<file path="src/tcot_pkg.sv">
// ----------------------------------------------------------------------------
// tcot_pkg: shared types and codes
// Display protocol codes, sequencer states and the command/status bundles
// passed between the controller and the datapath.
// ----------------------------------------------------------------------------
`timescale 1ns / 1ps
`default_nettype none

package tcot_pkg;

    localparam logic [7:0] CH_BELL  = 8'd7;
    localparam logic [7:0] CH_BS    = 8'd8;
    localparam logic [7:0] CH_TAB   = 8'd9;
    localparam logic [7:0] CH_LF    = 8'd10;
    localparam logic [7:0] CH_CR    = 8'd13;
    localparam logic [7:0] CH_CARET = 8'd94;

    localparam logic [7:0] LIFT_ESC = 8'o177;
    localparam logic [7:0] LIFT_ADD = 8'o176;
    localparam logic [7:0] CTL_BIT  = 8'o100;
    localparam logic [7:0] CTL_MAX  = 8'o037;

    localparam logic [7:0] C_MOVE4 = 8'o200;
    localparam logic [7:0] C_MOVE1 = 8'o201;
    localparam logic [7:0] C_EOF   = 8'o202;
    localparam logic [7:0] C_EOL   = 8'o203;
    localparam logic [7:0] C_DLF   = 8'o204;
    localparam logic [7:0] C_CRLF  = 8'o207;
    localparam logic [7:0] C_NOP   = 8'o210;
    localparam logic [7:0] C_BACK  = 8'o211;
    localparam logic [7:0] C_UP    = 8'o213;
    localparam logic [7:0] C_ORS   = 8'o214;
    localparam logic [7:0] C_FWD   = 8'o216;
    localparam logic [7:0] C_MOVE0 = 8'o217;
    localparam logic [7:0] C_CLEAR = 8'o220;
    localparam logic [7:0] C_BELL  = 8'o221;
    localparam logic [7:0] C_INSL  = 8'o223;
    localparam logic [7:0] C_DELL  = 8'o224;
    localparam logic [7:0] C_INSC  = 8'o225;
    localparam logic [7:0] C_DELC  = 8'o226;
    localparam logic [7:0] C_BOW   = 8'o227;
    localparam logic [7:0] C_RST   = 8'o230;

    localparam logic [4:0] MAX_OUT = 5'd24;

    localparam logic [2:0] REG_LINES   = 3'd0;
    localparam logic [2:0] REG_COLUMNS = 3'd1;
    localparam logic [2:0] REG_SCROLL  = 3'd2;
    localparam logic [2:0] REG_SCR_EN  = 3'd3;
    localparam logic [2:0] REG_ERASE   = 3'd4;
    localparam logic [2:0] REG_DIRECT  = 3'd5;

    typedef enum logic [15:0] {
        ST_IDLE   = 16'h0001,
        ST_START  = 16'h0002,
        ST_DISP   = 16'h0004,
        ST_PRINT  = 16'h0008,
        ST_APRINT = 16'h0010,
        ST_NL0    = 16'h0020,
        ST_NL1    = 16'h0040,
        ST_BOT0   = 16'h0080,
        ST_BOT1   = 16'h0100,
        ST_BOT2   = 16'h0200,
        ST_CUR0   = 16'h0400,
        ST_CUR1   = 16'h0800,
        ST_CUR2   = 16'h1000,
        ST_TABSET = 16'h2000,
        ST_TABFWD = 16'h4000,
        ST_DONE   = 16'h8000
    } state_t;

    typedef enum logic [2:0] {
        MD_NORMAL, MD_ESC, MD_MOVE4, MD_MOVE2, MD_SKIP1
    } mode_t;

    typedef enum logic [1:0] {CHOP_HOLD, CHOP_HOST, CHOP_LIFT, CHOP_LOW7} c_op_t;
    typedef enum logic [2:0] {EM_CONST, EM_CHAR, EM_LINE, EM_COL, EM_PBYTE, EM_HOST} emit_sel_t;
    typedef enum logic [2:0] {LOP_KEEP, LOP_INC, LOP_DEC, LOP_ZERO, LOP_SCROLL, LOP_ARG} line_op_t;
    typedef enum logic [2:0] {
        COP_KEEP, COP_INC, COP_DEC, COP_ZERO, COP_TAB, COP_OVER, COP_RESTORE, COP_ARG
    } col_op_t;

    typedef struct packed {
        logic      load_host;
        c_op_t     c_op;
        logic      emit;
        emit_sel_t esel;
        logic [7:0] ecode;
        line_op_t  line_op;
        col_op_t   col_op;
        logic      wrap_set;
        logic      wrap_clr;
        logic      arg_clr;
        logic      arg_store;
        logic      arg_hi;
        logic      tab_load;
        logic      p_load;
        logic      p_next;
        logic      keep_load;
        logic      fwd_dec;
        logic      flush;
    } cmd_t;

    typedef struct packed {
        logic [8:0] c;
        logic       col_nz;
        logic       line_nz;
        logic       at_bot;
        logic       wrap;
        logic       tab_ge;
        logic       inc_ge;
        logic       scroll_on;
        logic       erase;
        logic       keep_nz;
        logic       fwd_nz;
        logic       more;
        logic       ge2;
        logic       ge4;
        logic       stall;
    } status_t;

endpackage

`default_nettype wire

</file>
<file path="src/tcot_dp.sv">
// ----------------------------------------------------------------------------
// tcot_dp: translator datapath
// Configuration, cursor, argument and print registers plus the output
// holding stage that marks the last byte of each item.
// ----------------------------------------------------------------------------
`timescale 1ns / 1ps
`default_nettype none

module tcot_dp (
    input  wire logic           clk,
    input  wire logic           rst_n,
    input  wire tcot_pkg::cmd_t cmd,
    output tcot_pkg::status_t   sts,
    input  wire logic [7:0]     host_byte,
    input  wire logic           cfg_we,
    input  wire logic [2:0]     cfg_index,
    input  wire logic [7:0]     cfg_data,
    output logic                m_tvalid,
    input  wire logic           m_tready,
    output logic [7:0]          m_tdata,
    output logic                m_tlast
);
    import tcot_pkg::*;

    logic [7:0] lines_reg, cols_reg;
    logic [5:0] scroll_reg;
    logic       scr_en_reg, erase_reg, direct_reg;

    logic [7:0] hb_reg;
    logic [8:0] c_reg;
    logic [7:0] line_reg, col_reg, keep_reg, over_reg, pbyte_reg, ch_reg;
    logic       wrap_reg, more_reg;
    logic [2:0] fwd_reg;
    logic [7:0] arg_reg [4];
    logic [2:0] argcnt_reg;

    logic       pend_v_reg, out_v_reg, out_l_reg;
    logic [7:0] pend_b_reg, out_b_reg;
    logic [4:0] ocnt_reg;

    logic [7:0] bottom, tab_col, line_sub, line_scr, ebyte;
    logic [5:0] scr_d;
    logic       caret, do_emit, out_load, out_last;

    assign bottom   = lines_reg - 8'd1;
    assign tab_col  = {col_reg[7:3] + 5'd1, 3'b000};
    assign scr_d    = scroll_reg - 6'd1;
    assign line_sub = line_reg - {2'b00, scr_d};
    // upward scroll saturates at line 0
    assign line_scr = (scroll_reg > 6'd1)
                    ? ((line_reg > {2'b00, scr_d}) ? line_sub : 8'd0) : line_reg;
    assign caret    = (c_reg <= {1'b0, CTL_MAX}) && !direct_reg;

    always_comb
    begin
        unique case (cmd.esel)
            EM_CONST: ebyte = cmd.ecode;
            EM_CHAR:  ebyte = c_reg[7:0];
            EM_LINE:  ebyte = line_reg;
            EM_COL:   ebyte = col_reg;
            EM_PBYTE: ebyte = pbyte_reg;
            EM_HOST:  ebyte = hb_reg;
            default:  ebyte = cmd.ecode;
        endcase
    end

    assign do_emit  = cmd.emit && (ocnt_reg < MAX_OUT);
    assign out_load = pend_v_reg && (do_emit || cmd.flush);
    assign out_last = cmd.flush;

    always_comb
    begin
        sts.c         = c_reg;
        sts.col_nz    = col_reg != 8'd0;
        sts.line_nz   = line_reg != 8'd0;
        sts.at_bot    = line_reg == bottom;
        sts.wrap      = wrap_reg;
        sts.tab_ge    = tab_col >= cols_reg;
        sts.inc_ge    = (col_reg + 8'd1) >= cols_reg;
        sts.scroll_on = scr_en_reg && (scroll_reg != 6'd0);
        sts.erase     = erase_reg;
        sts.keep_nz   = keep_reg != 8'd0;
        sts.fwd_nz    = fwd_reg != 3'd0;
        sts.more      = more_reg;
        sts.ge2       = argcnt_reg >= 3'd2;
        sts.ge4       = argcnt_reg[2];
        sts.stall     = pend_v_reg && out_v_reg && !m_tready;
    end

    always_ff @(posedge clk or negedge rst_n)
    begin
        if (!rst_n)
        begin
            lines_reg  <= 8'd24;
            cols_reg   <= 8'd80;
            scroll_reg <= 6'd1;
            scr_en_reg <= 1'b0;
            erase_reg  <= 1'b0;
            direct_reg <= 1'b0;
        end
        else if (cfg_we)
        begin
            unique case (cfg_index)
                REG_LINES:   lines_reg  <= cfg_data;
                REG_COLUMNS: cols_reg   <= cfg_data;
                REG_SCROLL:  scroll_reg <= cfg_data[5:0];
                REG_SCR_EN:  scr_en_reg <= cfg_data[0];
                REG_ERASE:   erase_reg  <= cfg_data[0];
                REG_DIRECT:  direct_reg <= cfg_data[0];
                default: ;
            endcase
        end
    end

    always_ff @(posedge clk or negedge rst_n)
    begin
        if (!rst_n)
        begin
            line_reg   <= 8'd0;
            col_reg    <= 8'd0;
            wrap_reg   <= 1'b0;
            argcnt_reg <= 3'd0;
            arg_reg[0] <= 8'd0;
            arg_reg[1] <= 8'd0;
            arg_reg[2] <= 8'd0;
            arg_reg[3] <= 8'd0;
            pend_v_reg <= 1'b0;
            out_v_reg  <= 1'b0;
            ocnt_reg   <= 5'd0;
            more_reg   <= 1'b0;
            fwd_reg    <= 3'd0;
        end
        else
        begin
            unique case (cmd.line_op)
                LOP_KEEP:   line_reg <= line_reg;
                LOP_INC:    line_reg <= line_reg + 8'd1;
                LOP_DEC:    line_reg <= line_reg - 8'd1;
                LOP_ZERO:   line_reg <= 8'd0;
                LOP_SCROLL: line_reg <= line_scr;
                LOP_ARG:    line_reg <= cmd.arg_hi ? arg_reg[2] : arg_reg[0];
                default:    line_reg <= line_reg;
            endcase
            unique case (cmd.col_op)
                COP_KEEP:    col_reg <= col_reg;
                COP_INC:     col_reg <= col_reg + 8'd1;
                COP_DEC:     col_reg <= col_reg - 8'd1;
                COP_ZERO:    col_reg <= 8'd0;
                COP_TAB:     col_reg <= tab_col;
                COP_OVER:    col_reg <= over_reg;
                COP_RESTORE: col_reg <= keep_reg;
                COP_ARG:     col_reg <= cmd.arg_hi ? arg_reg[3] : arg_reg[1];
                default:     col_reg <= col_reg;
            endcase
            if (cmd.wrap_set)
                wrap_reg <= 1'b1;
            else if (cmd.wrap_clr)
                wrap_reg <= 1'b0;

            if (cmd.arg_clr)
                argcnt_reg <= 3'd0;
            else if (cmd.arg_store)
            begin
                arg_reg[argcnt_reg[1:0]] <= hb_reg;
                argcnt_reg <= argcnt_reg + 3'd1;
            end

            if (cmd.p_load)
                more_reg <= caret;
            else if (cmd.p_next)
                more_reg <= 1'b0;

            if (cmd.tab_load)
                fwd_reg <= ((tab_col - cols_reg) > 8'd7) ? 3'd7 : 3'((tab_col - cols_reg));
            else if (cmd.fwd_dec)
                fwd_reg <= fwd_reg - 3'd1;

            // one byte is held back so the last one of an item can be marked
            if (out_load)
                out_v_reg <= 1'b1;
            else if (m_tready)
                out_v_reg <= 1'b0;

            if (do_emit)
            begin
                pend_v_reg <= 1'b1;
                ocnt_reg   <= ocnt_reg + 5'd1;
            end
            else if (cmd.flush)
            begin
                pend_v_reg <= 1'b0;
                ocnt_reg   <= 5'd0;
            end
        end
    end

    always_ff @(posedge clk)
    begin
        if (cmd.load_host)
            hb_reg <= host_byte;
        unique case (cmd.c_op)
            CHOP_HOLD: c_reg <= c_reg;
            CHOP_HOST: c_reg <= {1'b0, hb_reg};
            CHOP_LIFT: c_reg <= {1'b0, hb_reg} + {1'b0, LIFT_ADD};
            CHOP_LOW7: c_reg <= {2'b00, c_reg[6:0]};
            default:   c_reg <= c_reg;
        endcase
        if (cmd.tab_load)
            over_reg <= tab_col - cols_reg;
        if (cmd.keep_load)
            keep_reg <= col_reg;
        if (cmd.p_load)
        begin
            pbyte_reg <= caret ? CH_CARET : c_reg[7:0];
            ch_reg    <= c_reg[7:0] | CTL_BIT;
        end
        else if (cmd.p_next)
            pbyte_reg <= ch_reg;
        if (do_emit)
            pend_b_reg <= ebyte;
        if (out_load)
        begin
            out_b_reg <= pend_b_reg;
            out_l_reg <= out_last;
        end
    end

    assign m_tvalid = out_v_reg;
    assign m_tdata  = out_b_reg;
    assign m_tlast  = out_l_reg;

endmodule

`default_nettype wire

</file>
<file path="src/tcot_ctrl.sv">
// ----------------------------------------------------------------------------
// tcot_ctrl: translator sequencer
// Walks each host byte through the decode, cursor-move, newline and bottom
// line routines, at most one output byte per step, issuing datapath commands.
// ----------------------------------------------------------------------------
`timescale 1ns / 1ps
`default_nettype none

module tcot_ctrl (
    input  wire logic              clk,
    input  wire logic              rst_n,
    input  wire logic              s_tvalid,
    output logic                   s_tready,
    input  wire tcot_pkg::status_t sts,
    output tcot_pkg::cmd_t         cmd
);
    import tcot_pkg::*;

    state_t state_reg, state_next;
    state_t cur_ret_reg, cur_ret_next;
    state_t bot_ret_reg, bot_ret_next;
    state_t nl_ret_reg, nl_ret_next;
    mode_t  mode_reg, mode_next;
    cmd_t   c;

    assign s_tready = state_reg == ST_IDLE;

    always_comb
    begin
        c            = '0;
        state_next   = state_reg;
        cur_ret_next = cur_ret_reg;
        bot_ret_next = bot_ret_reg;
        nl_ret_next  = nl_ret_reg;
        mode_next    = mode_reg;

        unique case (state_reg)
            ST_IDLE:
            begin
                if (s_tvalid)
                begin
                    c.load_host = 1'b1;
                    state_next  = ST_START;
                end
            end
            ST_START:
            begin
                unique case (mode_reg)
                    MD_ESC:
                    begin
                        mode_next  = MD_NORMAL;
                        c.c_op     = CHOP_LIFT;
                        state_next = ST_DISP;
                    end
                    MD_MOVE4, MD_MOVE2:
                    begin
                        c.arg_hi = mode_reg == MD_MOVE4;
                        if ((mode_reg == MD_MOVE4) ? sts.ge4 : sts.ge2)
                        begin
                            // deferred move lands before this byte is decoded
                            c.line_op  = LOP_ARG;
                            c.col_op   = COP_ARG;
                            c.wrap_clr = 1'b1;
                            mode_next  = MD_NORMAL;
                            c.c_op     = CHOP_HOST;
                            state_next = ST_DISP;
                        end
                        else
                        begin
                            c.arg_store = 1'b1;
                            c.emit      = 1'b1;
                            c.esel      = EM_HOST;
                            state_next  = ST_DONE;
                        end
                    end
                    MD_SKIP1:
                    begin
                        mode_next  = MD_NORMAL;
                        c.emit     = 1'b1;
                        c.esel     = EM_HOST;
                        state_next = ST_DONE;
                    end
                    default:
                    begin
                        mode_next  = MD_NORMAL;
                        c.c_op     = CHOP_HOST;
                        state_next = ST_DISP;
                    end
                endcase
            end
            ST_DISP:
            begin
                c.arg_clr    = 1'b1;
                state_next   = ST_DONE;
                cur_ret_next = ST_DONE;
                if (sts.c == {1'b0, LIFT_ESC})
                    mode_next = MD_ESC;
                else if (!sts.c[8] && !sts.c[7])
                begin
                    unique case (sts.c[7:0])
                        CH_BELL:
                        begin
                            c.emit  = 1'b1;
                            c.ecode = C_BELL;
                        end
                        CH_BS:
                        begin
                            if (sts.col_nz)
                            begin
                                c.col_op   = COP_DEC;
                                state_next = ST_CUR0;
                            end
                        end
                        CH_CR:
                        begin
                            if (sts.col_nz)
                            begin
                                c.col_op   = COP_ZERO;
                                state_next = ST_CUR0;
                            end
                        end
                        CH_LF:
                        begin
                            if (sts.wrap)
                            begin
                                c.col_op = COP_ZERO;
                                if (!sts.at_bot)
                                begin
                                    c.line_op = LOP_INC;
                                    c.emit    = 1'b1;
                                    c.ecode   = C_CRLF;
                                end
                                else
                                begin
                                    bot_ret_next = ST_DONE;
                                    state_next   = ST_BOT0;
                                end
                            end
                            else if (!sts.at_bot)
                            begin
                                c.line_op  = LOP_INC;
                                state_next = ST_CUR0;
                            end
                            else
                            begin
                                bot_ret_next = ST_DONE;
                                state_next   = ST_BOT0;
                            end
                        end
                        CH_TAB:
                        begin
                            c.col_op   = COP_TAB;
                            c.tab_load = 1'b1;
                            if (sts.tab_ge)
                            begin
                                nl_ret_next = ST_TABSET;
                                state_next  = ST_NL0;
                            end
                            else
                                state_next = ST_CUR0;
                        end
                        default:
                        begin
                            c.p_load   = 1'b1;
                            state_next = ST_PRINT;
                        end
                    endcase
                end
                else
                begin
                    unique case (sts.c)
                        {1'b0, C_UP}:
                        begin
                            c.wrap_clr = 1'b1;
                            if (sts.line_nz)
                            begin
                                c.line_op  = LOP_DEC;
                                state_next = ST_CUR0;
                            end
                        end
                        {1'b0, C_BACK}:
                        begin
                            if (sts.col_nz)
                            begin
                                c.col_op   = COP_DEC;
                                state_next = ST_CUR0;
                            end
                        end
                        {1'b0, C_MOVE4}:
                        begin
                            mode_next = MD_MOVE4;
                            c.emit    = 1'b1;
                            c.esel    = EM_CHAR;
                        end
                        {1'b0, C_MOVE1}, {1'b0, C_MOVE0}:
                        begin
                            mode_next = MD_MOVE2;
                            c.emit    = 1'b1;
                            c.esel    = EM_CHAR;
                        end
                        {1'b0, C_INSL}, {1'b0, C_DELL}, {1'b0, C_INSC}, {1'b0, C_DELC}:
                        begin
                            mode_next = MD_SKIP1;
                            c.emit    = 1'b1;
                            c.esel    = EM_CHAR;
                        end
                        {1'b0, C_NOP}, {1'b0, C_EOF}, {1'b0, C_EOL}, {1'b0, C_DLF},
                        {1'b0, C_ORS}, {1'b0, C_BELL}, {1'b0, C_BOW}, {1'b0, C_RST}:
                        begin
                            c.emit = 1'b1;
                            c.esel = EM_CHAR;
                        end
                        {1'b0, C_CRLF}:
                        begin
                            c.col_op = COP_ZERO;
                            if (!sts.at_bot)
                            begin
                                c.line_op = LOP_INC;
                                c.emit    = 1'b1;
                                c.ecode   = C_CRLF;
                            end
                            else
                            begin
                                bot_ret_next = ST_DONE;
                                state_next   = ST_BOT0;
                            end
                        end
                        {1'b0, C_FWD}:
                        begin
                            c.col_op = COP_INC;
                            c.emit   = 1'b1;
                            c.esel   = EM_CHAR;
                        end
                        {1'b0, C_CLEAR}:
                        begin
                            c.wrap_clr = 1'b1;
                            c.col_op   = COP_ZERO;
                            c.line_op  = LOP_ZERO;
                            c.emit     = 1'b1;
                            c.esel     = EM_CHAR;
                        end
                        default:
                        begin
                            // meaningless code: strip to seven bits and decode again
                            c.c_op     = CHOP_LOW7;
                            state_next = ST_DISP;
                        end
                    endcase
                end
            end
            ST_PRINT:
            begin
                c.emit   = 1'b1;
                c.esel   = EM_PBYTE;
                c.col_op = COP_INC;
                if (sts.inc_ge)
                begin
                    nl_ret_next = ST_APRINT;
                    state_next  = ST_NL0;
                end
                else
                    state_next = ST_APRINT;
            end
            ST_APRINT:
            begin
                if (sts.more)
                begin
                    c.p_next   = 1'b1;
                    state_next = ST_PRINT;
                end
                else
                    state_next = ST_DONE;
            end
            ST_NL0:
            begin
                if (sts.col_nz)
                begin
                    c.col_op     = COP_ZERO;
                    cur_ret_next = ST_NL1;
                    state_next   = ST_CUR0;
                end
                else
                    state_next = ST_NL1;
            end
            ST_NL1:
            begin
                if (sts.wrap)
                begin
                    c.col_op = COP_ZERO;
                    if (!sts.at_bot)
                    begin
                        c.line_op  = LOP_INC;
                        c.emit     = 1'b1;
                        c.ecode    = C_CRLF;
                        state_next = nl_ret_reg;
                    end
                    else
                    begin
                        bot_ret_next = nl_ret_reg;
                        state_next   = ST_BOT0;
                    end
                end
                else if (!sts.at_bot)
                begin
                    c.line_op    = LOP_INC;
                    cur_ret_next = nl_ret_reg;
                    state_next   = ST_CUR0;
                end
                else
                begin
                    bot_ret_next = nl_ret_reg;
                    state_next   = ST_BOT0;
                end
            end
            ST_BOT0:
            begin
                if (sts.scroll_on)
                begin
                    c.line_op  = LOP_SCROLL;
                    c.emit     = 1'b1;
                    c.ecode    = C_CRLF;
                    state_next = ST_BOT1;
                end
                else
                begin
                    c.keep_load  = 1'b1;
                    c.wrap_set   = 1'b1;
                    c.line_op    = LOP_ZERO;
                    c.col_op     = COP_ZERO;
                    cur_ret_next = ST_BOT2;
                    state_next   = ST_CUR0;
                end
            end
            ST_BOT1:
            begin
                if (sts.col_nz)
                begin
                    cur_ret_next = bot_ret_reg;
                    state_next   = ST_CUR0;
                end
                else
                    state_next = bot_ret_reg;
            end
            ST_BOT2:
            begin
                c.emit  = sts.erase;
                c.ecode = C_EOL;
                if (sts.keep_nz)
                begin
                    c.col_op     = COP_RESTORE;
                    cur_ret_next = bot_ret_reg;
                    state_next   = ST_CUR0;
                end
                else
                    state_next = bot_ret_reg;
            end
            ST_CUR0:
            begin
                c.emit     = 1'b1;
                c.ecode    = C_MOVE0;
                state_next = ST_CUR1;
            end
            ST_CUR1:
            begin
                c.emit     = 1'b1;
                c.esel     = EM_LINE;
                state_next = ST_CUR2;
            end
            ST_CUR2:
            begin
                c.emit     = 1'b1;
                c.esel     = EM_COL;
                state_next = cur_ret_reg;
            end
            ST_TABSET:
            begin
                c.col_op   = COP_OVER;
                state_next = ST_TABFWD;
            end
            ST_TABFWD:
            begin
                if (sts.fwd_nz)
                begin
                    c.emit    = 1'b1;
                    c.ecode   = C_FWD;
                    c.fwd_dec = 1'b1;
                end
                else
                    state_next = ST_DONE;
            end
            ST_DONE:
            begin
                c.flush    = 1'b1;
                state_next = ST_IDLE;
            end
            default:
                state_next = ST_IDLE;
        endcase

        // output stage full: freeze this step
        if (state_reg != ST_IDLE && sts.stall)
        begin
            c            = '0;
            state_next   = state_reg;
            cur_ret_next = cur_ret_reg;
            bot_ret_next = bot_ret_reg;
            nl_ret_next  = nl_ret_reg;
            mode_next    = mode_reg;
        end
    end

    assign cmd = c;

    always_ff @(posedge clk or negedge rst_n)
    begin
        if (!rst_n)
        begin
            state_reg   <= ST_IDLE;
            cur_ret_reg <= ST_DONE;
            bot_ret_reg <= ST_DONE;
            nl_ret_reg  <= ST_DONE;
            mode_reg    <= MD_NORMAL;
        end
        else
        begin
            state_reg   <= state_next;
            cur_ret_reg <= cur_ret_next;
            bot_ret_reg <= bot_ret_next;
            nl_ret_reg  <= nl_ret_next;
            mode_reg    <= mode_next;
        end
    end

endmodule

`default_nettype wire

</file>
<file path="src/terminal_cursor_output_translator_top.sv">
// ----------------------------------------------------------------------------
// terminal_cursor_output_translator_top: host byte to display protocol
// Translates host output bytes into display protocol bytes, tracking the
// cursor line and column.
// ----------------------------------------------------------------------------
// Usage:
//   s_* takes one host byte per item (s_tdata[7:0]). m_* returns 0 to 24
//   protocol bytes per item (m_tdata[7:0]); m_tlast marks the last byte an
//   item caused. Items that cause no byte produce nothing on m_*.
//   cfg_we/cfg_index/cfg_data write the six setup registers; write them only
//   while the block is idle.
//   One item is worked at a time: s_tready is high only in the idle state, so
//   a new item is taken only once the sequencer has finished all steps the
//   last one needed (start, decode, each cursor-move byte, newline and bottom
//   checks, done), and output stalls hold those steps.
//   The first byte passes the pending and output registers before it shows on
//   m_*; one byte is held back so that the last one can carry m_tlast.
//   Reset restores the default setup (24 lines, 80 columns, scroll 1) and
//   clears the cursor and parse state.
//   When m_tready is low with the output stage full, the sequencer freezes
//   and s_tready stays low until the item is finished.
// ----------------------------------------------------------------------------
`timescale 1ns / 1ps
`default_nettype none

module terminal_cursor_output_translator_top (
    input  wire logic       clk,
    input  wire logic       rst_n,
    input  wire logic       s_tvalid,
    output logic            s_tready,
    input  wire logic [7:0] s_tdata,   // [7:0] host_byte
    output logic            m_tvalid,
    input  wire logic       m_tready,
    output logic [7:0]      m_tdata,   // [7:0] link_byte
    output logic            m_tlast,
    input  wire logic       cfg_we,
    input  wire logic [2:0] cfg_index,
    input  wire logic [7:0] cfg_data
);
    import tcot_pkg::*;

    cmd_t    cmd;
    status_t sts;

    tcot_ctrl u_ctrl (
        .clk      (clk),
        .rst_n    (rst_n),
        .s_tvalid (s_tvalid),
        .s_tready (s_tready),
        .sts      (sts),
        .cmd      (cmd)
    );

    tcot_dp u_dp (
        .clk       (clk),
        .rst_n     (rst_n),
        .cmd       (cmd),
        .sts       (sts),
        .host_byte (s_tdata),
        .cfg_we    (cfg_we),
        .cfg_index (cfg_index),
        .cfg_data  (cfg_data),
        .m_tvalid  (m_tvalid),
        .m_tready  (m_tready),
        .m_tdata   (m_tdata),
        .m_tlast   (m_tlast)
    );

endmodule

`default_nettype wire

</file>
<file path="config.mk">
export PLATFORM = sky130hd
export DESIGN_NAME = terminal_cursor_output_translator_top
export DESIGN_NICKNAME = d
export VERILOG_FILES = /design/src/tcot_pkg.sv /design/src/tcot_dp.sv /design/src/tcot_ctrl.sv /design/src/terminal_cursor_output_translator_top.sv
export SDC_FILE = /design/constraint.sdc
export NUM_CORES = 1
export LEC_CHECK = 0
export ABC_AREA = 1
export BUFFER_PORTS_ARGS = -buffer_cell sky130_fd_sc_hd__buf_2
export CORE_ASPECT_RATIO = 2
export CORE_MARGIN = 10
export CORE_UTILIZATION = 64
export CTS_BUF_LIST = sky130_fd_sc_hd__clkbuf_16
export CTS_CLUSTER_SIZE = 24
export DETAILED_ROUTE_END_ITERATION = 10
export PLACE_DENSITY = 0.79
export SETUP_SLACK_MARGIN = 0.5
export SYNTH_ARGS = -nofsm -noshare
export SYNTH_HDL_FRONTEND = slang
export SYNTH_SLANG_ARGS = --single-unit
</file>
<file path="constraint.sdc">
create_clock -name clk -period 4 [get_ports clk]
set_input_delay 0.4 -clock clk [delete_from_list [all_inputs] [get_ports clk]]
set_output_delay 0.4 -clock clk [all_outputs]
set_load 0.1 [all_outputs]
</file>
==> metrics.txt, run 1 <==
# TYPE chip_impl_metric gauge
chip_impl_metric{name="clock_insertion_delay_worst_skew",unit="ns"} 0.48
chip_impl_metric{name="hpwl",unit="µm"} 33200
chip_impl_metric{name="final_core_util",unit="%"} 74.3
chip_impl_info{name="outcome",value="completed"} 1
chip_impl_metric{name="postSynth.asyncResetShare",unit="%"} 64.5
chip_impl_metric{name="timing_worst_slew_pin_value",unit="ns"} 1.09
chip_impl_metric{name="timing.hold.worst_path_depth",unit=""} 1
chip_impl_metric{name="power.total",unit="µW"} 6410
chip_impl_metric{name="path_clk_slew",unit="ns"} 0.09
chip_impl_metric{name="setup_viol",unit=""} 0
chip_impl_metric{name="p_clk_share",unit="%"} 27.3
chip_impl_metric{name="fp-row-count",unit=""} 71
chip_impl_metric{name="firstDrtPassIters",unit=""} 7
chip_impl_info{name="rsz0062_at_grt",value="true"} 1
chip_impl_info{name="worstReg2RegEnd",value="u_dp.line_reg[6]$_DFFE_PN0P_"} 1
chip_impl_metric{name="floorplan.core_area",unit="µm²"} 18800
chip_impl_info{name="worst_hold_startpoint",value="s_tdata[6]"} 1
chip_impl_metric{name="syn_avg_cell_area",unit="µm²"} 7.67
chip_impl_metric{name="ys.warnings.count",unit=""} 0
chip_impl_metric{name="vias",unit=""} 12100
chip_impl_metric{name="post_synth_inst_count",unit=""} 1604
chip_impl_metric{name="port_buffers",unit=""} 34
chip_impl_metric{name="via_density_per_instance",unit=""} 6.18
chip_impl_metric{name="netSwitchingFraction",unit="%"} 42.1
chip_impl_metric{name="place.gp.congestion",unit=""} 1.08
chip_impl_metric{name="place_area",unit="µm²"} 12900
chip_impl_metric{name="i_o_pin_total",unit=""} 35
chip_impl_metric{name="fillers",unit=""} 1479
chip_impl_metric{name="dr.first_iter.drc_count",unit=""} 1458
chip_impl_metric{name="static-leakage-power",unit="µW"} 0.00667
chip_impl_metric{name="maxCapViolCount",unit=""} 0
chip_impl_metric{name="synthesis.nets",unit=""} 1675
chip_impl_info{name="crit-reg2reg-launch",value="u_dp.c_reg[6]$_DFFE_PP_"} 1
chip_impl_metric{name="worstPathArrival",unit="ns"} 3.89
chip_impl_metric{name="r2r_setup_slack",unit="ns"} 0.52
chip_impl_metric{name="timing.final.max_slew_violations",unit=""} 0
chip_impl_metric{name="effective_utilization_at_floorplan",unit="%"} 65.4
chip_impl_metric{name="dieHeight",unit="µm"} 216
chip_impl_metric{name="post_synth_edffs",unit=""} 65
chip_impl_metric{name="grt_max_degree",unit=""} 48
chip_impl_metric{name="number_of_global_route_vias_before_repair",unit=""} 11800
chip_impl_info{name="critical_path.endpoint_type",value="flop"} 1
chip_impl_metric{name="die_w",unit="µm"} 118
chip_impl_metric{name="antenna-diode-count",unit=""} 0
chip_impl_metric{name="p_sw",unit="µW"} 2700
chip_impl_metric{name="largest_reg_flops",unit=""} 32
chip_impl_info{name="hold_path_end",value="u_dp.hb_reg[6]$_DFFE_PP_"} 1
chip_impl_metric{name="fmaxAchievable",unit="MHz"} 288
chip_impl_metric{name="p_per_area",unit="nW/µm²"} 458
chip_impl_metric{name="drcViolationCount",unit=""} 0
chip_impl_metric{name="antenna_found_initial",unit=""} 0
chip_impl_metric{name="peakVddDrop",unit="V"} 0.000427
chip_impl_info{name="leading_cell_types_by_total_area_after_synthesis",value="dfrtp_1 (22%), edfxtp_1 (16%), nand2_1 (11%), inv_1 (6.5%), o21ai_0 (5.5%)"} 1
chip_impl_metric{name="area_of_the_die",unit="µm²"} 25500
chip_impl_info{name="routed.top_layer",value="met4"} 1
chip_impl_metric{name="first_pass_grt_wire_length",unit="µm"} 64600
chip_impl_metric{name="wire_per_inst",unit="µm"} 22.0
chip_impl_metric{name="critPathRequiredTime",unit="ns"} 4.41
chip_impl_info{name="clockRootBuffer",value="clkbuf_16"} 1
chip_impl_info{name="synth_flop_cell",value="dfrtp_1"} 1
chip_impl_info{name="startpoint_type",value="flop"} 1
chip_impl_metric{name="yosys.area.top_type_share",unit="%"} 22.2
chip_impl_metric{name="met3_wl_post_dr",unit="µm"} 2930
chip_impl_metric{name="route.layer.met1.wl",unit="µm"} 13900
chip_impl_metric{name="synth-seq-cells",unit=""} 183
chip_impl_metric{name="p_comb_share",unit="%"} 35.2
chip_impl_metric{name="netlist_area",unit="µm²"} 12300
chip_impl_info{name="cts_tree",value="yes"} 1
chip_impl_metric{name="cts_num_sinks",unit=""} 183
chip_impl_metric{name="min_period_over_period",unit="%"} 86.9
chip_impl_info{name="crit_type",value="reg -> reg"} 1
chip_impl_metric{name="cts_inserted_buffers",unit=""} 17
chip_impl_metric{name="detailroute.wirelength.met2",unit="µm"} 22300
chip_impl_metric{name="skew",unit="ns"} 0.0169
chip_impl_metric{name="finalCriticalPeriod",unit="ns"} 3.48
chip_impl_metric{name="max_slew_margin",unit="%"} 26.6
chip_impl_metric{name="p_int",unit="µW"} 3710
chip_impl_metric{name="sequentialPowerShare",unit="%"} 37.5
chip_impl_metric{name="cts_buffer_depth",unit=""} 2
chip_impl_metric{name="setup_tns",unit="ns"} 0
chip_impl_metric{name="r2r_cells",unit=""} 22
chip_impl_metric{name="cts-htree-levels",unit=""} 4
chip_impl_metric{name="grt.total_usage",unit="%"} 33.1
chip_impl_info{name="hold_class",value="in -> reg"} 1
chip_impl_metric{name="postRouteAntennaNets",unit=""} 0
chip_impl_metric{name="fin_area",unit="µm²"} 14000
chip_impl_metric{name="finalHoldViolations",unit=""} 0
chip_impl_metric{name="synth.lib_cells_used.distinct",unit=""} 61
chip_impl_metric{name="globalRouteOverflowTotal",unit=""} 0
chip_impl_metric{name="syn_to_final_growth",unit="%"} 13.8
chip_impl_metric{name="routed_wirelength",unit="µm"} 43100
chip_impl_info{name="synth_top_cell_by_area",value="dfrtp_1"} 1
chip_impl_metric{name="synth_seq_area_share",unit="%"} 39.9
chip_impl_metric{name="final_layout_size_suffix_gt1_share",unit="%"} 16.6
chip_impl_metric{name="layout.nets",unit=""} 1762
chip_impl_metric{name="largest_fanout_on_the_critical_path",unit=""} 5
## worst max path at each step
stage / cells past startpoint / slack (ns) / endpoint / start
after floorplan: 25 / 0.76 / u_dp.line_reg[6]$_DFFE_PN0P_ / u_dp.lines_reg[0]$_DFFE_PN0P_
after global placement: 25 / 0.20 / u_dp.line_reg[6]$_DFFE_PN0P_ / u_dp.lines_reg[0]$_DFFE_PN0P_
after detailed placement: 25 / 0.04 / u_dp.line_reg[6]$_DFFE_PN0P_ / u_dp.lines_reg[0]$_DFFE_PN0P_
after CTS: 21 / 0.50 / u_dp.line_reg[6]$_DFFE_PN0P_ / u_dp.c_reg[4]$_DFFE_PP_
after global routing: 22 / 0.32 / u_dp.line_reg[5]$_DFFE_PN0P_ / u_dp.c_reg[6]$_DFFE_PP_
final: 22 / 0.52 / u_dp.line_reg[6]$_DFFE_PN0P_ / u_dp.c_reg[6]$_DFFE_PP_
## stage by stage
step	setup WS, ns	cells	hold slack (ns)
2_1_floorplan	0.760	1604	0.104
3_3_place_gp	0.202	1899	0.403
3_5_place_dp	0.0450	1899	0.409
4_1_cts	0.503	1936	0.0918
5_1_grt	0.320	1959	0.0928
6_report	0.524	1959	0.0948
## area by class of cell
class	count	area, µm²	area share, %
Clock buffer	17	425	3.04
Clock inverter	15	191	1.37
Sequential cell	183	4920	35.1
Tap cell	255	319	2.28
Timing Repair Buffer	91	619	4.42
Multi-Input combinational cell	1168	6660	47.6
Inverter	230	871	6.22
## worst max-delay path, cell delays in order (launching register included)
cell,delay (ns)
edfxtp_1,0.46
inv_2,0.13
nand3_2,0.16
nor2_4,0.23
inv_1,0.13
nor3_4,0.17
nand2_1,0.10
nand2_1,0.10
nand2_1,0.11
a21oi_4,0.18
nand3_4,0.13
inv_4,0.09
buf_4,0.13
ha_4,0.22
a21oi_2,0.15
o21ai_2,0.08
a21oi_1,0.16
nor2_1,0.05
nor2_1,0.13
xnor2_1,0.13
nand3b_1,0.16
nand3_2,0.09
o21ai_2,0.11
## placed cells by master (no fill, tap or decap), drive strengths merged, types with 17 or more instances in the layout
cell and count:
nand2 386, inv 239, nor2 197, o21ai 156, nand3 135, dfrtp 109, buf 90, edfxtp 65
a21oi 47, nand4 46, ha 45, nor3 36, xor2 24, clkbuf 17
## logic make-up (layout without fill, tap and decap cells)
family / count (synthesis) / count (layout) / synth area share (%)
mux: 9 / 9 / 0.854
compound gates: 259 / 259 / 12.3
buf+inv: 253 / 353 / 8.24
xor+xnor: 38 / 38 / 2.70
fa+ha+maj: 47 / 47 / 4.90
flops: 183 / 183 / 39.9
simple gates: 815 / 815 / 31.0
## cell usage after synthesis (16+ instances only)
library cell / n
nand3_1: 123
nor3_1: 34
edfxtp_1: 65
inv_1: 213
nand2_1: 364
nand2_2: 16
nor2_1: 168
ha_1: 45
o21ai_0: 136
dfrtp_1: 109
nand4_1: 39
a21oi_1: 45
xor2_1: 24
## power groups by stage
stage / sequential (µW) / clock (µW) / combinational (µW)
2_1_floorplan: 2480 / 0 / 1380
3_3_place_gp: 2420 / 0 / 2030
3_5_place_dp: 2430 / 0 / 2070
4_1_cts: 2390 / 1750 / 2100
5_1_grt: 2430 / 1820 / 2430
6_report: 2410 / 1750 / 2250
## metal layers
| metal | up-vias | GRT usage, % |
|---|---|---|
| met3 | 227 | 6.20 |
| li1 | 5526 | - |
| met1 | 5707 | 31.7 |
| met4 | 0 | 27.2 |
| met2 | 638 | 59.7 |
| met5 | - | 0 |
## timing repair
action | in CTS | in global routing
pin swaps | 1 | 18
endpoints found under the setup margin | 5 | 24
buffers inserted | 4 | 23
hold buffers | 1 | 0
resized for setup | 9 | 56
hold endpoints to repair | 45 | 0
Power figures use the tool's default switching activity.
==> run 2, diff against run 1 <==
--- a/config.mk
+++ b/config.mk
@@ -10,7 +10,6 @@
 export CORE_ASPECT_RATIO = 2
 export CORE_MARGIN = 10
 export CORE_UTILIZATION = 64
-export CTS_BUF_LIST = sky130_fd_sc_hd__clkbuf_16
 export CTS_CLUSTER_SIZE = 24
 export DETAILED_ROUTE_END_ITERATION = 10
 export PLACE_DENSITY = 0.79
==> constraint.sdc (replaced) <==
create_clock -name clk -period 3.9 [get_ports clk]
set_input_delay 0.39 -clock clk [delete_from_list [all_inputs] [get_ports clk]]
set_output_delay 0.39 -clock clk [all_outputs]
set_load 0.1 [all_outputs]
==> run 2 against run 1 <==
The run now ends with negative hold slack left; die area did not move; cell count is the same; sequential power is 2% higher; non-clock buffer count stayed put; clock power is essentially flat; total power rose by 1.5%; setup slack lost 0.020 ns; utilization fell by 0.17 points; global-route usage is 0.63 points higher; clock skew is 0.0060 ns lower; maximum frequency up 2.4%; via count decreased by 0.41%; critical endpoint is now u_dp.line_reg[7]$_DFFE_PN0P_.
==> metrics.txt, run 2 (synthesis gave the netlist of run 1 again) <==
# TYPE chip_impl_metric gauge
chip_impl_metric{name="dp.cells",unit=""} 1901
chip_impl_metric{name="p_clk_share",unit="%"} 27.3
chip_impl_metric{name="p_comb_share",unit="%"} 34.8
chip_impl_metric{name="layout.nets",unit=""} 1762
chip_impl_metric{name="first_pass_grt_wire_length",unit="µm"} 66000
chip_impl_metric{name="path_clk_slew",unit="ns"} 0.08
chip_impl_metric{name="firstDrtPassIters",unit=""} 9
chip_impl_metric{name="finalHoldViolations",unit=""} 16
chip_impl_metric{name="syn_to_final_growth",unit="%"} 13.5
chip_impl_info{name="crit-reg2reg-launch",value="u_dp.lines_reg[0]$_DFFE_PN0P_"} 1
chip_impl_metric{name="area_of_the_die",unit="µm²"} 25500
chip_impl_info{name="mostFrequentLayoutCell",value="nand2_1"} 1
chip_impl_info{name="clockRootBuffer",value="clkbuf_16"} 1
chip_impl_metric{name="worst_slack",unit="ns"} 0.504
chip_impl_metric{name="maxCapViolCount",unit=""} 0
chip_impl_metric{name="p_int",unit="µW"} 3790
chip_impl_metric{name="globalRouteOverflowTotal",unit=""} 0
chip_impl_metric{name="p_sw",unit="µW"} 2710
chip_impl_metric{name="timing.critical_path.slowest_cell_delay",unit="ns"} 0.40
chip_impl_metric{name="timing.final.max_slew_violations",unit=""} 0
chip_impl_info{name="mostFrequentLayoutCells",value="nand2_1 (354), inv_1 (210), nor2_1 (159), o21ai_0 (133), nand3_1 (117)"} 1
chip_impl_metric{name="antenna-diode-count",unit=""} 0
chip_impl_info{name="startpoint_type",value="flop"} 1
chip_impl_metric{name="hpwl",unit="µm"} 33400
chip_impl_info{name="crit_path_top_delay_cell",value="dfrtp_1"} 1
chip_impl_metric{name="sequentialPowerShare",unit="%"} 37.9
chip_impl_metric{name="cts-htree-levels",unit=""} 4
chip_impl_info{name="worstReg2RegEnd",value="u_dp.line_reg[7]$_DFFE_PN0P_"} 1
chip_impl_metric{name="static-leakage-power",unit="µW"} 0.00667
chip_impl_metric{name="final_layout_size_suffix_gt1_share",unit="%"} 17.0
chip_impl_info{name="critical_path.endpoint_type",value="flop"} 1
chip_impl_metric{name="vias",unit=""} 12000
chip_impl_metric{name="min_period_over_period",unit="%"} 87.1
chip_impl_metric{name="critPathRequiredTime",unit="ns"} 4.31
chip_impl_metric{name="floorplan.core_area",unit="µm²"} 18800
chip_impl_metric{name="fp-row-count",unit=""} 71
chip_impl_metric{name="via_density_per_instance",unit=""} 6.15
chip_impl_metric{name="final_core_util",unit="%"} 74.2
chip_impl_metric{name="die_w",unit="µm"} 118
chip_impl_metric{name="cts_inserted_buffers",unit=""} 17
chip_impl_info{name="cts_tree",value="yes"} 1
chip_impl_metric{name="finalCriticalPeriod",unit="ns"} 3.40
chip_impl_info{name="outcome",value="complete, but fails checks"} 1
chip_impl_info{name="crit_type",value="reg -> reg"} 1
chip_impl_metric{name="setup_viol",unit=""} 0
chip_impl_metric{name="p_per_area",unit="nW/µm²"} 466
chip_impl_metric{name="largest_reg_flops",unit=""} 32
chip_impl_metric{name="r2r_setup_slack",unit="ns"} 0.50
chip_impl_metric{name="cts_num_sinks",unit=""} 183
chip_impl_metric{name="effective_utilization_at_floorplan",unit="%"} 65.4
chip_impl_metric{name="setup_tns",unit="ns"} 0
chip_impl_metric{name="max_slew_margin",unit="%"} 41.2
chip_impl_metric{name="skew",unit="ns"} 0.0109
chip_impl_info{name="hold_class",value="in -> async"} 1
chip_impl_metric{name="dr.first_iter.drc_count",unit=""} 1458
chip_impl_info{name="failed_checks",value="negative hold slack"} 1
chip_impl_metric{name="cts_buffer_depth",unit=""} 2
chip_impl_metric{name="dieHeight",unit="µm"} 216
chip_impl_metric{name="number_of_global_route_vias_before_repair",unit=""} 12000
chip_impl_metric{name="port_buffers",unit=""} 34
chip_impl_metric{name="fmaxAchievable",unit="MHz"} 294
chip_impl_metric{name="clock_insertion_delay_worst_skew",unit="ns"} 0.48
chip_impl_metric{name="instances_no_fill",unit=""} 1959
chip_impl_metric{name="peakVddDrop",unit="V"} 0.000435
chip_impl_metric{name="timing.hold.ws",unit="ns"} -0.00680
chip_impl_metric{name="i_o_pin_total",unit=""} 35
chip_impl_metric{name="netSwitchingFraction",unit="%"} 41.7
chip_impl_info{name="path_common_cell",value="nand2_1"} 1
chip_impl_metric{name="place.gp.congestion",unit=""} 1.14
chip_impl_info{name="rsz0062_at_grt",value="true"} 1
chip_impl_metric{name="wire_per_inst",unit="µm"} 22.3
chip_impl_metric{name="r2r_cells",unit=""} 28
chip_impl_metric{name="timing_worst_slew_pin_value",unit="ns"} 0.872
chip_impl_metric{name="grt.total_usage",unit="%"} 33.7
chip_impl_metric{name="drcViolationCount",unit=""} 0
chip_impl_metric{name="postRouteAntennaNets",unit=""} 0
chip_impl_metric{name="detailedPlace.worstSlack",unit="ns"} 0.00582
chip_impl_metric{name="largest_fanout_on_the_critical_path",unit=""} 5
chip_impl_metric{name="antenna_found_initial",unit=""} 0
chip_impl_metric{name="routed_wirelength",unit="µm"} 43600
chip_impl_metric{name="worstPathArrival",unit="ns"} 3.81
chip_impl_metric{name="grt_max_degree",unit=""} 54
-- run 2: cell count changes in the layout (fill, tap and decap cells not counted), sizes merged --
cell	before	now
buf	90	91
clkbuf	17	18
clkinv	6	7
dlygate4sd3	1	0
inv	239	237
-- run 2: layout make-up --
class,count,area (µm²)
fill,1476,4860
clock inverter,14,173
timing repair buffer,91,604
multi-input combinational,1168,6650
clock buffer,18,439
sequential,183,4920
tap,255,319
inverter,230,873
-- run 2: critical path: cells and delay by family, from the launching register on --
| family | cells | cell delay, ns |
|---|---|---|
| flip-flops | 1 | 0.40 |
| adder cells (fa/ha/maj) | 2 | 0.42 |
| AO/OA/AOI/OAI | 1 | 0.12 |
| XOR/XNOR | 1 | 0.22 |
| AND/OR/NAND/NOR | 17 | 1.60 |
| buffers and inverters | 7 | 0.55 |
-- run 2: worst max path at each step --
stage                                        from                            to  slack, ns  cells past startpoint
floorplan           u_dp.lines_reg[0]$_DFFE_PN0P_  u_dp.line_reg[6]$_DFFE_PN0P_       0.66                     25
global placement    u_dp.lines_reg[0]$_DFFE_PN0P_  u_dp.line_reg[7]$_DFFE_PN0P_       0.16                     27
detailed placement        u_dp.c_reg[6]$_DFFE_PP_  u_dp.line_reg[6]$_DFFE_PN0P_      0.006                     21
CTS                 u_dp.lines_reg[0]$_DFFE_PN0P_  u_dp.line_reg[6]$_DFFE_PN0P_       0.48                     23
global route        u_dp.lines_reg[0]$_DFFE_PN0P_  u_dp.line_reg[5]$_DFFE_PN0P_       0.29                     25
finish              u_dp.lines_reg[0]$_DFFE_PN0P_  u_dp.line_reg[7]$_DFFE_PN0P_       0.50                     28
-- run 2: repair_timing --
action	in CTS	in global routing
setup endpoints to repair	9	24
gates resized for setup	23	42
pin swaps	3	32
hold buffers	0	0
setup buffers	5	21
-- run 2: metrics by stage --
step	hold slack [ns]	total power, µW	area (µm²)
finish	-0.00680	6510	14000
global route	0.0323	6780	14000
CTS	0.0117	6400	13600
detailed placement	0.410	4630	12900
global placement	0.404	4580	12900
floorplan	0.0944	3960	12300
-- run 2: metal layers --
layer	up-vias	wire length, µm	GRT usage (%)
met3	262	3260	7.13
met5	-	0	0
met2	672	21900	59.4
met1	5603	13900	31.9
met4	0	4490	30.5
li1	5512	-	-
-- run 2: power groups by stage --
stage          combinational, µW  sequential, µW  clock (µW)
6_report                    2260            2460        1780
2_1_floorplan               1410            2550           0
4_1_cts                     2170            2450        1780
3_3_place_gp                2100            2480           0
5_1_grt                     2440            2480        1860
3_5_place_dp                2140            2490           0
==> run 3, diff against run 2 <==
--- a/config.mk
+++ b/config.mk
@@ -13,6 +13,7 @@
 export CTS_CLUSTER_SIZE = 24
 export DETAILED_ROUTE_END_ITERATION = 10
 export PLACE_DENSITY = 0.79
+export RECOVER_POWER = 100
 export SETUP_SLACK_MARGIN = 0.5
 export SYNTH_ARGS = -nofsm -noshare
 export SYNTH_HDL_FRONTEND = slang
==> run 3 against run 2 <==
The flow finishes with violations (max-capacitance violations, max-slew violations); cell count unchanged; clock power barely moved; wire length increased by 0.27%; flip-flop and latch count is the same; total power fell by 0.91%; clock skew up 0.0010 ns; critical path type unchanged; critical endpoint is now u_dp.m_tdata[4]$_DFFE_PP_; largest cell class unchanged.
==> metrics.txt, run 3 (synthesis gave the netlist of run 1 again) <==
# TYPE chip_impl_metric gauge
chip_impl_metric{name="dieHeight",unit="µm"} 216
chip_impl_metric{name="min_period_over_period",unit="%"} 92.1
chip_impl_metric{name="grt_max_degree",unit=""} 54
chip_impl_metric{name="layout.nets",unit=""} 1762
chip_impl_metric{name="area_of_the_die",unit="µm²"} 25500
chip_impl_metric{name="p_per_area",unit="nW/µm²"} 466
chip_impl_metric{name="cts-htree-levels",unit=""} 4
chip_impl_metric{name="timing.hold.worst_path_depth",unit=""} 1
chip_impl_metric{name="worstPathArrival",unit="ns"} 3.71
chip_impl_info{name="critPathTopFamily",value="simple AND/OR/NAND/NOR gates"} 1
chip_impl_info{name="crit_type",value="reg -> reg"} 1
chip_impl_metric{name="largest_fanout_on_the_critical_path",unit=""} 9
chip_impl_metric{name="finalCriticalPeriod",unit="ns"} 3.59
chip_impl_metric{name="worst_slack",unit="ns"} 0.308
chip_impl_metric{name="setup_tns",unit="ns"} 0
chip_impl_metric{name="timing.final.max_slew_violations",unit=""} 54
chip_impl_metric{name="wire_per_inst",unit="µm"} 22.3
chip_impl_metric{name="first_pass_grt_wire_length",unit="µm"} 66000
chip_impl_metric{name="firstDrtPassIters",unit=""} 7
chip_impl_info{name="mostFrequentLayoutCell",value="nand2_1"} 1
chip_impl_metric{name="syn_to_final_growth",unit="%"} 12.4
chip_impl_metric{name="timing.critical_path.buf_inv",unit=""} 4
chip_impl_metric{name="place.gp.congestion",unit=""} 1.14
chip_impl_metric{name="hpwl",unit="µm"} 33400
chip_impl_metric{name="r2r_setup_slack",unit="ns"} 0.31
chip_impl_metric{name="number_of_global_route_vias_before_repair",unit=""} 12000
chip_impl_metric{name="cts_buffer_depth",unit=""} 2
chip_impl_metric{name="drcViolationCount",unit=""} 0
chip_impl_metric{name="static-leakage-power",unit="µW"} 0.00659
chip_impl_info{name="worst_hold_startpoint",value="s_tdata[2]"} 1
chip_impl_metric{name="grt.total_usage",unit="%"} 33.7
chip_impl_metric{name="fp-row-count",unit=""} 71
chip_impl_metric{name="max_slew_margin",unit="%"} -123
chip_impl_info{name="path_common_cell",value="clkbuf_1"} 1
chip_impl_metric{name="place_area",unit="µm²"} 12900
chip_impl_metric{name="fin_area",unit="µm²"} 13800
chip_impl_metric{name="finalHoldViolations",unit=""} 0
chip_impl_metric{name="globalRouteOverflowTotal",unit=""} 0
chip_impl_metric{name="floorplan.core_area",unit="µm²"} 18800
chip_impl_metric{name="clock_insertion_delay_worst_skew",unit="ns"} 0.48
chip_impl_metric{name="cts_hold_buffers",unit=""} 0
chip_impl_metric{name="path_clk_slew",unit="ns"} 0.08
chip_impl_metric{name="peakVddDrop",unit="V"} 0.000430
chip_impl_metric{name="timing_worst_slew_pin_value",unit="ns"} 3.35
chip_impl_metric{name="critPathRequiredTime",unit="ns"} 4.02
chip_impl_metric{name="maxCapViolCount",unit=""} 1
chip_impl_metric{name="effective_utilization_at_floorplan",unit="%"} 65.4
chip_impl_info{name="crit-reg2reg-launch",value="u_ctrl.state_reg[10]$_DFFE_PN0P_"} 1
chip_impl_metric{name="dr.first_iter.drc_count",unit=""} 1299
chip_impl_metric{name="port_buffers",unit=""} 34
chip_impl_metric{name="i_o_pin_total",unit=""} 35
chip_impl_info{name="cts_tree",value="yes"} 1
chip_impl_metric{name="setup_viol",unit=""} 0
chip_impl_metric{name="final_core_util",unit="%"} 73.5
chip_impl_metric{name="via_density_per_instance",unit=""} 6.16
chip_impl_metric{name="cts_inserted_buffers",unit=""} 17
chip_impl_metric{name="final_layout_size_suffix_gt1_share",unit="%"} 14.8
chip_impl_metric{name="r2r_cells",unit=""} 14
chip_impl_info{name="worst_path_cell_trace",value="nor2_2 > nand2_2 > nor2_4 > clkbuf_1 > nand3_1 > clkbuf_1 > nor2_1 > inv_1 > nand3b_1 > nor2_1 > nand4_1 > nand2_1 > a21boi_0 > clkbuf_1"} 1
chip_impl_info{name="failed_checks",value="max-capacitance violations, max-slew violations"} 1
chip_impl_info{name="hold_class",value="in -> reg"} 1
chip_impl_metric{name="die_w",unit="µm"} 118
chip_impl_metric{name="cts_num_sinks",unit=""} 183
chip_impl_metric{name="vias",unit=""} 12100
chip_impl_info{name="crit_path_top_delay_cell",value="clkbuf_1"} 1
chip_impl_metric{name="skew",unit="ns"} 0.0120
chip_impl_metric{name="detailedPlace.worstSlack",unit="ns"} 0.00582
chip_impl_metric{name="antenna_found_initial",unit=""} 0
chip_impl_metric{name="antenna-diode-count",unit=""} 0
chip_impl_info{name="clockRootBuffer",value="clkbuf_16"} 1
chip_impl_metric{name="postRouteAntennaNets",unit=""} 0
chip_impl_metric{name="largest_reg_flops",unit=""} 32
chip_impl_metric{name="routed_wirelength",unit="µm"} 43700
chip_impl_info{name="mostFrequentLayoutCells",value="nand2_1 (358), inv_1 (212), nor2_1 (162), o21ai_0 (139), nand3_1 (120)"} 1
chip_impl_info{name="critical_path.endpoint_type",value="flop"} 1
chip_impl_info{name="startpoint_type",value="flop"} 1
chip_impl_metric{name="timing.critical_path.slowest_cell_delay",unit="ns"} 0.42
chip_impl_metric{name="power.total",unit="µW"} 6450
chip_impl_info{name="worstReg2RegEnd",value="u_dp.m_tdata[4]$_DFFE_PP_"} 1
chip_impl_info{name="hold_path_end",value="u_dp.hb_reg[2]$_DFFE_PP_"} 1
chip_impl_info{name="rsz0062_at_grt",value="true"} 1
chip_impl_info{name="outcome",value="complete, but fails checks"} 1
chip_impl_metric{name="fmaxAchievable",unit="MHz"} 278
[run 3: cell types whose count changed in the layout (fill, tap and decap cells not counted), sizes merged]
cell,previous run,this run
clkbuf,18,42
buf,91,67
[run 3: layout make-up]
type | count | area (µm²)
Inverter | 230 | 873
Fill cell | 1519 | 5000
Clock inverter | 14 | 173
Clock buffer | 18 | 439
Timing Repair Buffer | 91 | 547
Tap cell | 255 | 319
Multi-Input combinational cell | 1168 | 6570
Sequential cell | 183 | 4920
[run 3: how the worst max path moves through the flow]
stage / end / depth (start not counted) / slack [ns] / startpoint
3_5_place_dp: u_dp.line_reg[6]$_DFFE_PN0P_ / 21 / 0.006 / u_dp.c_reg[6]$_DFFE_PP_
4_1_cts: u_dp.line_reg[6]$_DFFE_PN0P_ / 23 / 0.48 / u_dp.lines_reg[0]$_DFFE_PN0P_
2_1_floorplan: u_dp.line_reg[6]$_DFFE_PN0P_ / 25 / 0.66 / u_dp.lines_reg[0]$_DFFE_PN0P_
6_report: u_dp.m_tdata[4]$_DFFE_PP_ / 14 / 0.31 / u_ctrl.state_reg[10]$_DFFE_PN0P_
5_1_grt: u_dp.line_reg[7]$_DFFE_PN0P_ / 21 / 0.16 / u_ctrl.state_reg[4]$_DFFE_PN0P_
3_3_place_gp: u_dp.line_reg[7]$_DFFE_PN0P_ / 27 / 0.16 / u_dp.lines_reg[0]$_DFFE_PN0P_
[run 3: timing repair]
| item | CTS | global route |
|---|---|---|
| setup endpoints to repair | 9 | 24 |
| gates cloned | 0 | 0 |
| pin swaps | 3 | 32 |
| setup buffers | 5 | 21 |
| resized for setup | 23 | 42 |
[run 3: worst reg2reg max path, delay by kind of cell, from the launching register on]
family | cells | cell delay [ns]
compound gates | 1 | 0.18
buf+inv | 4 | 1.13
flops | 1 | 0.41
simple gates | 9 | 1.48
[run 3: per-layer routing]
metal | vias up | wire, µm | GRT usage (%)
li1 | 5514 | - | -
met1 | 5615 | 14200 | 31.9
met2 | 657 | 22000 | 59.4
met3 | 276 | 3080 | 7.13
met4 | 0 | 4440 | 30.5
met5 | - | 0 | 0
[run 3: stage by stage]
step / cells / hold slack (ns)
finish: 1959 / 0.0827
CTS: 1938 / 0.0117
global route: 1959 / 0.0847
global placement: 1901 / 0.404
floorplan: 1604 / 0.0944
detailed placement: 1901 / 0.410
[run 3: power by group]
group          leakage (µW)  switching [µW]  total (µW)  internal [µW]
sequential          0.00213             209        2470           2260
clock              0.000299             896        1780            885
combinational       0.00416            1590        2200            609
total               0.00659            2690        6450           3750
